===== src/hdl/afcc_pkg.sv =====
// ----------------------------------------------------------------------------
// afcc_pkg
// Types, constants and functions of the addressed frame CRC checker.
// ----------------------------------------------------------------------------
package afcc_pkg;

  localparam int MAX_FRAME_BYTES = 64;
  localparam int CNT_W           = $clog2(MAX_FRAME_BYTES + 1);
  localparam int LEN_W           = 7;
  localparam int MIN_FRAME_BYTES = 4;
  localparam int QDEPTH          = 2;
  localparam int QPTR_W          = (QDEPTH > 1) ? $clog2(QDEPTH) : 1;
  localparam int QCNT_W          = $clog2(QDEPTH + 1);

  localparam logic [15:0] CRC_INIT  = 16'hFFFF;
  localparam logic [15:0] CRC_POLY  = 16'hA001;
  localparam logic [7:0]  ADDR_RST  = 8'h01;
  localparam logic [7:0]  ADDR_BCAST = 8'h00;

  localparam logic [7:0] CMD_20 = 8'h20;
  localparam logic [7:0] CMD_21 = 8'h21;
  localparam logic [7:0] CMD_22 = 8'h22;
  localparam logic [7:0] CMD_26 = 8'h26;
  localparam logic [7:0] CMD_27 = 8'h27;
  localparam logic [7:0] CMD_28 = 8'h28;
  localparam logic [7:0] CMD_29 = 8'h29;
  localparam logic [7:0] CMD_2A = 8'h2A;

  typedef enum logic [2:0] {
    V_ACCEPTED      = 3'd0,
    V_NOT_ADDRESSED = 3'd1,
    V_CRC_MISMATCH  = 3'd2,
    V_TOO_SHORT     = 3'd3,
    V_TOO_LONG      = 3'd4,
    V_UNKNOWN_CMD   = 3'd5
  } verdict_t;

  // Everything the back end needs to judge one finished frame.
  typedef struct packed {
    logic [7:0]       addr;
    logic [7:0]       cmd;
    logic [7:0]       pay_first;
    logic [7:0]       pay_second;
    logic [CNT_W-1:0] length;
    logic             overflow;
    logic [15:0]      crc_calc;
    logic [15:0]      crc_rx;
  } frame_rec_t;

  typedef struct packed {
    logic              empty;
    logic              full;
    logic [QCNT_W-1:0] count;
  } q_stat_t;

  function automatic logic [15:0] crc16_fold(input logic [15:0] crc, input logic [7:0] b);
    logic [15:0] c;
    c = crc ^ {8'h00, b};
    for (int i = 0; i < 8; i++) begin
      c = c[0] ? ((c >> 1) ^ CRC_POLY) : (c >> 1);
    end
    return c;
  endfunction

  function automatic logic known_command(input logic [7:0] c);
    return (c == CMD_20) || (c == CMD_21) || (c == CMD_22) || (c == CMD_26) ||
           (c == CMD_27) || (c == CMD_28) || (c == CMD_29) || (c == CMD_2A);
  endfunction

endpackage


===== src/hdl/afcc_if.sv =====


interface afcc_out_if;
  logic       valid;
  logic       ready;
  logic [2:0] verdict;
  logic       is_broadcast;
  logic [7:0] command_code;
  logic [7:0] payload_first;
  logic [7:0] payload_second;
  logic [6:0] frame_length;
  modport source (output valid, verdict, is_broadcast, command_code, payload_first,
                  payload_second, frame_length, input ready);
  modport sink (input valid, verdict, is_broadcast, command_code, payload_first,
                payload_second, frame_length, output ready);
endinterface

interface afcc_cfg_if;
  logic       valid;
  logic       ready;
  logic [7:0] station_address;
  modport source (output valid, station_address, input ready);
  modport sink (input valid, station_address, output ready);
endinterface


===== src/hdl/afcc_back.sv =====
// ----------------------------------------------------------------------------
// afcc_back
// Judges queued frame records on length, station address, CRC and command, and
// drives the verdict channel from an output register.
// ----------------------------------------------------------------------------
module afcc_back import afcc_pkg::*; (
  input  logic        clk,
  input  logic        rst_n,
  afcc_cfg_if.sink    cfg_bus,
  input  q_stat_t     q_stat,
  input  frame_rec_t  pop_rec,
  output logic        pop,
  afcc_out_if.source  out_bus
);

  logic [7:0]       station_r;
  logic             out_valid_r;
  verdict_t         verdict_r, verdict_nxt;
  logic             bcast_r;
  logic [7:0]       cmd_r, pay_first_r, pay_second_r;
  logic [LEN_W-1:0] len_r;

  assign cfg_bus.ready = 1'b1;

  // A new record moves in when the output register is empty or being drained.
  assign pop = !q_stat.empty && (!out_valid_r || out_bus.ready);

  always_comb begin
    priority if (pop_rec.length < CNT_W'(MIN_FRAME_BYTES)) begin
      verdict_nxt = V_TOO_SHORT;
    end else if (pop_rec.overflow) begin
      verdict_nxt = V_TOO_LONG;
    end else if (pop_rec.addr != station_r && pop_rec.addr != ADDR_BCAST) begin
      verdict_nxt = V_NOT_ADDRESSED;
    end else if (pop_rec.crc_rx != pop_rec.crc_calc) begin
      verdict_nxt = V_CRC_MISMATCH;
    end else if (!known_command(pop_rec.cmd)) begin
      verdict_nxt = V_UNKNOWN_CMD;
    end else begin
      verdict_nxt = V_ACCEPTED;
    end
  end

  always_ff @(posedge clk) begin
    if (!rst_n) begin
      station_r   <= ADDR_RST;
      out_valid_r <= 1'b0;
    end else begin
      if (cfg_bus.valid && cfg_bus.ready) begin
        station_r <= cfg_bus.station_address;
      end
      if (pop) begin
        out_valid_r <= 1'b1;
      end else if (out_bus.ready) begin
        out_valid_r <= 1'b0;
      end
    end
  end

  always_ff @(posedge clk) begin
    if (pop) begin
      verdict_r    <= verdict_nxt;
      bcast_r      <= (pop_rec.addr == ADDR_BCAST);
      cmd_r        <= pop_rec.cmd;
      pay_first_r  <= pop_rec.pay_first;
      pay_second_r <= pop_rec.pay_second;
      len_r        <= pop_rec.length[LEN_W-1:0];
    end
  end

  assign out_bus.valid          = out_valid_r;
  assign out_bus.verdict        = verdict_r;
  assign out_bus.is_broadcast   = bcast_r;
  assign out_bus.command_code   = cmd_r;
  assign out_bus.payload_first  = pay_first_r;
  assign out_bus.payload_second = pay_second_r;
  assign out_bus.frame_length   = len_r;

endmodule


===== src/flat_wrapper.sv =====
// flat-port wrapper written by rule: the top's interface ports become plain ports
module afcc_back_flat import afcc_pkg::*;
  (clk, rst_n, q_stat, pop_rec, pop, cfg_bus_valid, cfg_bus_station_address, cfg_bus_ready, out_bus_valid, out_bus_verdict, out_bus_is_broadcast, out_bus_command_code, out_bus_payload_first, out_bus_payload_second, out_bus_frame_length, out_bus_ready);
  afcc_cfg_if cfg_bus_i ();
  afcc_out_if out_bus_i ();
  input  logic clk;
  input  logic rst_n;
  input  q_stat_t q_stat;
  input  frame_rec_t pop_rec;
  output logic pop;
  input wire logic [$bits(cfg_bus_i.valid)-1:0] cfg_bus_valid;
  input wire logic [$bits(cfg_bus_i.station_address)-1:0] cfg_bus_station_address;
  output wire logic [$bits(cfg_bus_i.ready)-1:0] cfg_bus_ready;
  output wire logic [$bits(out_bus_i.valid)-1:0] out_bus_valid;
  output wire logic [$bits(out_bus_i.verdict)-1:0] out_bus_verdict;
  output wire logic [$bits(out_bus_i.is_broadcast)-1:0] out_bus_is_broadcast;
  output wire logic [$bits(out_bus_i.command_code)-1:0] out_bus_command_code;
  output wire logic [$bits(out_bus_i.payload_first)-1:0] out_bus_payload_first;
  output wire logic [$bits(out_bus_i.payload_second)-1:0] out_bus_payload_second;
  output wire logic [$bits(out_bus_i.frame_length)-1:0] out_bus_frame_length;
  input wire logic [$bits(out_bus_i.ready)-1:0] out_bus_ready;
  assign cfg_bus_i.valid = cfg_bus_valid;
  assign cfg_bus_i.station_address = cfg_bus_station_address;
  assign cfg_bus_ready = cfg_bus_i.ready;
  assign out_bus_valid = out_bus_i.valid;
  assign out_bus_verdict = out_bus_i.verdict;
  assign out_bus_is_broadcast = out_bus_i.is_broadcast;
  assign out_bus_command_code = out_bus_i.command_code;
  assign out_bus_payload_first = out_bus_i.payload_first;
  assign out_bus_payload_second = out_bus_i.payload_second;
  assign out_bus_frame_length = out_bus_i.frame_length;
  assign out_bus_i.ready = out_bus_ready;
  afcc_back u_core (.clk(clk), .rst_n(rst_n), .cfg_bus(cfg_bus_i), .q_stat(q_stat), .pop_rec(pop_rec), .pop(pop), .out_bus(out_bus_i));
endmodule

===== config.mk =====
export PLATFORM = sky130hd
export DESIGN_NAME = afcc_back_flat
export DESIGN_NICKNAME = d
export VERILOG_FILES = /design/src/hdl/afcc_pkg.sv /design/src/hdl/afcc_if.sv /design/src/hdl/afcc_back.sv /design/src/flat_wrapper.sv
export SDC_FILE = /design/constraint.sdc
export NUM_CORES = 1
export LEC_CHECK = 0
export BUFFER_PORTS_ARGS = -buffer_cell sky130_fd_sc_hd__buf_2
export CAP_MARGIN = 20
export CELL_PAD_IN_SITES_DETAIL_PLACEMENT = 2
export CELL_PAD_IN_SITES_GLOBAL_PLACEMENT = 2
export CORE_ASPECT_RATIO = 0.6
export CORE_MARGIN = 2
export CORE_UTILIZATION = 26
export DETAILED_ROUTE_END_ITERATION = 8
export MAX_ROUTING_LAYER = met4
export PLACE_DENSITY = 0.95
export RECOVER_POWER = 100
export SYNTH_ARGS = -nofsm -noshare
export SYNTH_HDL_FRONTEND = slang
export SYNTH_SLANG_ARGS = --single-unit

===== constraint.sdc =====
create_clock -name clk -period 7.3 [get_ports clk]
set_clock_uncertainty 0.05 [all_clocks]
set_input_delay 1.46 -clock clk [delete_from_list [all_inputs] [get_ports clk]]
set_output_delay 1.46 -clock clk [all_outputs]
set_load 0.01 [all_outputs]

; ---- After elaboration in Yosys (flattened, before gate mapping)
; Index checks and enable logic that the tools add are counted.
[totals]
inputBits = 88
ff_bits = 44
elab_cells = 40
out_inout_bits = 38
[op_classes]
magnitude_cmp = 1
n_reduce_logical = 15
mux = 6
eq_ne = 10
[ops]
columns = op, count
row1 = $eq A8 B6 Y1 const B, 8
row2 = $ne A16 B16 Y1, 1
row3 = $mux W3, 4
row4 = $logic_not A8 Y1, 1
row5 = $logic_or A1 B1 Y1, 8
row6 = $ne A8 B8 Y1, 1
row7 = $reduce_bool A8 Y1, 1
row8 = $lt A7 B3 Y1 const B, 1
row9 = $logic_and A1 B1 Y1, 2
row10 = $logic_not A1 Y1, 2
row11 = $mux W1, 2
row12 = $reduce_bool A2 Y1, 1

; ---- Depth between registers and ports, before layout
[depth]
word_depth = 12
ltp_mapped = 5
mapped_depth_nobuf = 5

; ---- Worst setup path after synthesis
; OpenSTA, ideal clock, no wires.
[synth_path]
path_type = input-to-output
from = in out_bus_ready
to = out pop
setup_slack_ns = 2.506
t_required_ns = 5.790
arrival_ns = 3.284
path_buffers = 0
path_stages = 2
cell_sequence = nand2b_1 -> nor2b_1
[synth_between]
elab_chain_len = 2
[synth_lines]
columns = element, line
row1 = from (decl), flat_wrapper.sv:21  ; input wire logic [$bits(out_bus_i.ready)-1:0] out_bus_ready;
row2 = $logic_or A1 B1 Y1, afcc_back.sv:26  ; assign pop = !q_stat.empty && (!out_valid_r || out_bus.ready);
row3 = $logic_and A1 B1 Y1, afcc_back.sv:26
row4 = to (decl), flat_wrapper.sv:10  ; output logic pop;
; Every way passes these cells.

; ---- Final worst setup path
; Ends and elaborated chain as after synthesis.

==> impl_metrics.csv <==
group,metric,value,unit
floorplanning,rows,23,
timing,report.final.slew_viol_count,37,
place,dp_hpwl,4220,um
routing,dr.first_iter.drc_count,53,
routing,postRouteAntennaNets,0,
outcome,outcome,"finished with violations",
final_layout,drive_gt1_frac,0.347,
worst_setup_path,r2r_end,"u_core.out_bus.frame_length[3]",
clock_network,post-cts-setup-buffers,0,
outcome,violations,"max-capacitance violations, max-slew violations",
clock_network,cts.clk_slew.worst_paths,0.06,ns
global_routing,grt_use_total,0.139,
worst_setup_path,path_depth,5,
synthesis,synth_top_area_frac,0.592,
worst_setup_path,worstPathCellList,"buf_2 > nand2b_1 > nor2b_2 > clkbuf_1 > clkbuf_1",
synthesis,yosysTopAreaCell,"edfxtp_1",
synthesis,syn-cell-area,1780,um2
routing,drc_errors,0,
worst_setup_path,cpMostUsedCell,"clkbuf_1",
min_path,worstHoldPathCells,2,
synthesis,yosysWarnings,0,
worst_setup_path,path_max_fanout,36,
synthesis,synth_cells,115,
timing,max_slew_margin,-0.297,
worst_setup_path,critical_path_buf_inv_count,3,
global_routing,grt_max_degree,37,
floorplanning,pin_count,126,
clock_network,cts_made_buffers,5,
synthesis,synth-seq-area-share,0.693,
worst_setup_path,critical_path_class,"in -> out",
clock_network,cts-htree-levels,2,
final_layout,antenna_cells,0,
power,ir_drop,0.0000881,V
timing,tns,0,ns
place,io_buffer_count,121,
routing,viasPerCell,4.36,
worst_setup_path,critPathTopFamily,"buffers and inverters",
floorplanning,die_x,111,um
timing,tightest_slew,1.95,ns
global_routing,grt_pass1_wl,7780,um
final_layout,syn_to_final_growth,43.3,%
final_layout,multi_input_area,514,um2
clock_network,cts_tree,"built",
clock_network,postCtsHoldBufs,0,
timing,setup_viol,0,
timing,finalCriticalPeriod,4.91,ns
timing,fin_crit_sh,0.673,
min_path,min_to,"u_core.out_bus.valid",
worst_setup_path,r2r-start,"u_core.out_bus.valid",
min_path,min_from,"u_core.out_bus.valid",
routing,route.vias.total,1435,
floorplanning,core,6650,um2
worst_setup_path,crit_path_end_kind,"primary output",
final_layout,final_core_util,0.383,
final_layout,final_area,2540,um2
clock_network,cts_root_buf,"clkbuf_16",
synthesis,synth.distinct_cells,27,
place,pre_cts_ws,3.38,ns
routing,first_pass_iters,4,
final_layout,final_nets,330,
worst_setup_path,rrSetupSlack,4.92,ns
run,maxCapViolations,1,
min_path,hold_path_class,"reg -> reg",
synthesis,yosys-top-cells-area,"edfxtp_1 (59%), dfxtp_1 (10%), xnor2_1 (7.9%)",
clock_network,cts_sinks,44,
timing,fmax,204,MHz
synthesis,syn_area_per_cell,15.4,um2
place,placed_area,2490,um2
timing,rsz0062_at_grt,"false",
worst_setup_path,crit_arrival,3.40,ns
clock_network,clk_path_buf_depth,2,
floorplanning,die_h,68.0,um
final_layout,register_area,1230,um2
routing,avgRoutedWirePerCell,15.3,um
final_layout,fillerInstances,736,
clock_network,cts_resized,0,
routing,totalWireLength,5030,um
synthesis,syn_nets,203,
global_routing,grt_pass1_vias,1515,
timing,fin_ws,2.39,ns
floorplanning,start_util,0.267,
clock_network,insertion_delay,0.28,ns
global_routing,overflow,0,
worst_setup_path,rr_worst_depth,3,
timing,finalHoldViolCount,0,
worst_setup_path,crit_path_top_delay_cell,"clkbuf_1",
worst_setup_path,cp-start-kind,"input port",
synthesis,ys_ff_latch,44,
worst_setup_path,required,5.79,ns
power,power_density,225,nW/um2
floorplanning,die_area,7530,um2
worst_setup_path,slowest_delay,1.39,ns
power,cellLeakagePower,0.00101,uW
place,gp_congestion,0.730,
global_routing,antenna_found_initial,0,
-- cell type report --
class,instances,area share
multi-input combinational,68,0.202
sequential,44,0.484
inverter,1,0.00147
tap,87,0.0428
clock buffer,5,0.0492
clock inverter,2,0.00492
timing repair buffer,122,0.216
-- layout by cell type, fill, tap and decap left out --
| master | Yosys | final |
|---|---|---|
| nor3_1 | 1 | 1 |
| xor2_1 | 8 | 8 |
| a21oi_1 | 1 | 2 |
| nor2b_2 | 0 | 1 |
| buf_2 | 0 | 73 |
| nand2_1 | 3 | 3 |
| dfxtp_1 | 9 | 9 |
| inv_1 | 1 | 1 |
| clkinvlp_4 | 0 | 1 |
| nand2b_1 | 1 | 1 |
| xnor2_1 | 16 | 16 |
| edfxtp_1 | 35 | 35 |
| a21boi_0 | 2 | 2 |
| mux2i_1 | 8 | 8 |
| nor2_1 | 2 | 3 |
| clkinv_2 | 0 | 1 |
| clkbuf_16 | 0 | 5 |
| or4_4 | 2 | 2 |
| conb_1 | 1 | 1 |
| or4b_2 | 1 | 1 |
| and2_1 | 1 | 1 |
| a31oi_1 | 1 | 1 |
| nor2b_1 | 8 | 7 |
| o31ai_1 | 2 | 2 |
| nor4_1 | 2 | 3 |
| nand4_1 | 4 | 4 |
| clkbuf_1 | 1 | 49 |
| o21ai_0 | 0 | 1 |
-- report_power, final --
| part | total [uW] | switching [uW] | internal [uW] |
|---|---|---|---|
| combinational | 68.9 | 35.9 | 33.0 |
| clock | 210 | 85.7 | 124 |
| sequential | 294 | 5.68 | 288 |
-- sequential cells by signal, summed over array words and instances (netlist names) --
signal                         flops
u_core.out_bus.is_broadcast        1
u_core.out_bus.payload_second      8
u_core.out_bus.verdict             3
u_core.out_bus.frame_length        7
u_core.out_bus.valid               1
u_core.out_bus.payload_first       8
u_core.out_bus.command_code        8
u_core.station_r                   8
-- per-stage QoR --
stage	hold slack (ns)	total power (uW)	std cells
2_1_floorplan	0.411	329	115
3_3_place_gp	0.451	368	322
3_5_place_dp	0.459	374	322
4_1_cts	0.476	585	329
5_1_grt	0.517	602	329
6_report	0.453	572	329
-- per-layer routing --
| layer | part of all wire | GRT usage | vias up | wire length [um] |
|---|---|---|---|---|
| met4 | 0.0078 | 0.0281 | 0 | 39 |
| met3 | 0.091 | 0.0461 | 4 | 456 |
| met1 | 0.45 | 0.175 | 667 | 2270 |
| met5 | 0 | - | - | 0 |
| li1 | - | - | 671 | - |
| met2 | 0.45 | 0.222 | 93 | 2260 |
-- worst reg2reg max path: cells and delay by family, from the launching register on --
family | cells | cell delay (ns)
simple gates | 2 | 0.20
buf+inv | 1 | 1.39
flops | 1 | 0.31
-- logic make-up (layout without fill, tap and decap cells) --
kind of cell           Yosys count  after routing  synth area share
flip-flops                      44             44             0.693
AND/OR/NAND/NOR                 27             27             0.101
XOR/XNOR                        24             24             0.118
AO/OA/AOI/OAI                    8              8            0.0310
multiplexers                     8              8            0.0451
buffers and inverters            3            130           0.00845
other                            1              1           0.00211
-- cells in the mapped netlist --
master and n:
a21boi_0 2, a21oi_1 1, a21oi_2 1, a31oi_1 1
and2_1 1, buf_4 1, clkbuf_1 1, conb_1 1
dfxtp_1 9, edfxtp_1 35, inv_1 1, mux2i_1 8
nand2_1 3, nand2b_1 1, nand4_1 4, nor2_1 2
nor2_4 1, nor2b_1 8, nor3_1 1, nor4_1 2
nor4_2 1, o21ai_1 1, o31ai_1 2, or4_4 2
or4b_2 1, xnor2_1 16, xor2_1 8
-- worst max-delay path by stage --
stage,from,end
final,out_bus_ready,pop
after global placement,out_bus_ready,pop
after floorplan,out_bus_ready,pop
after CTS,out_bus_ready,pop
after global routing,out_bus_ready,pop
after detailed placement,out_bus_ready,pop
No activity file was read; power rests on OpenSTA's default activity.
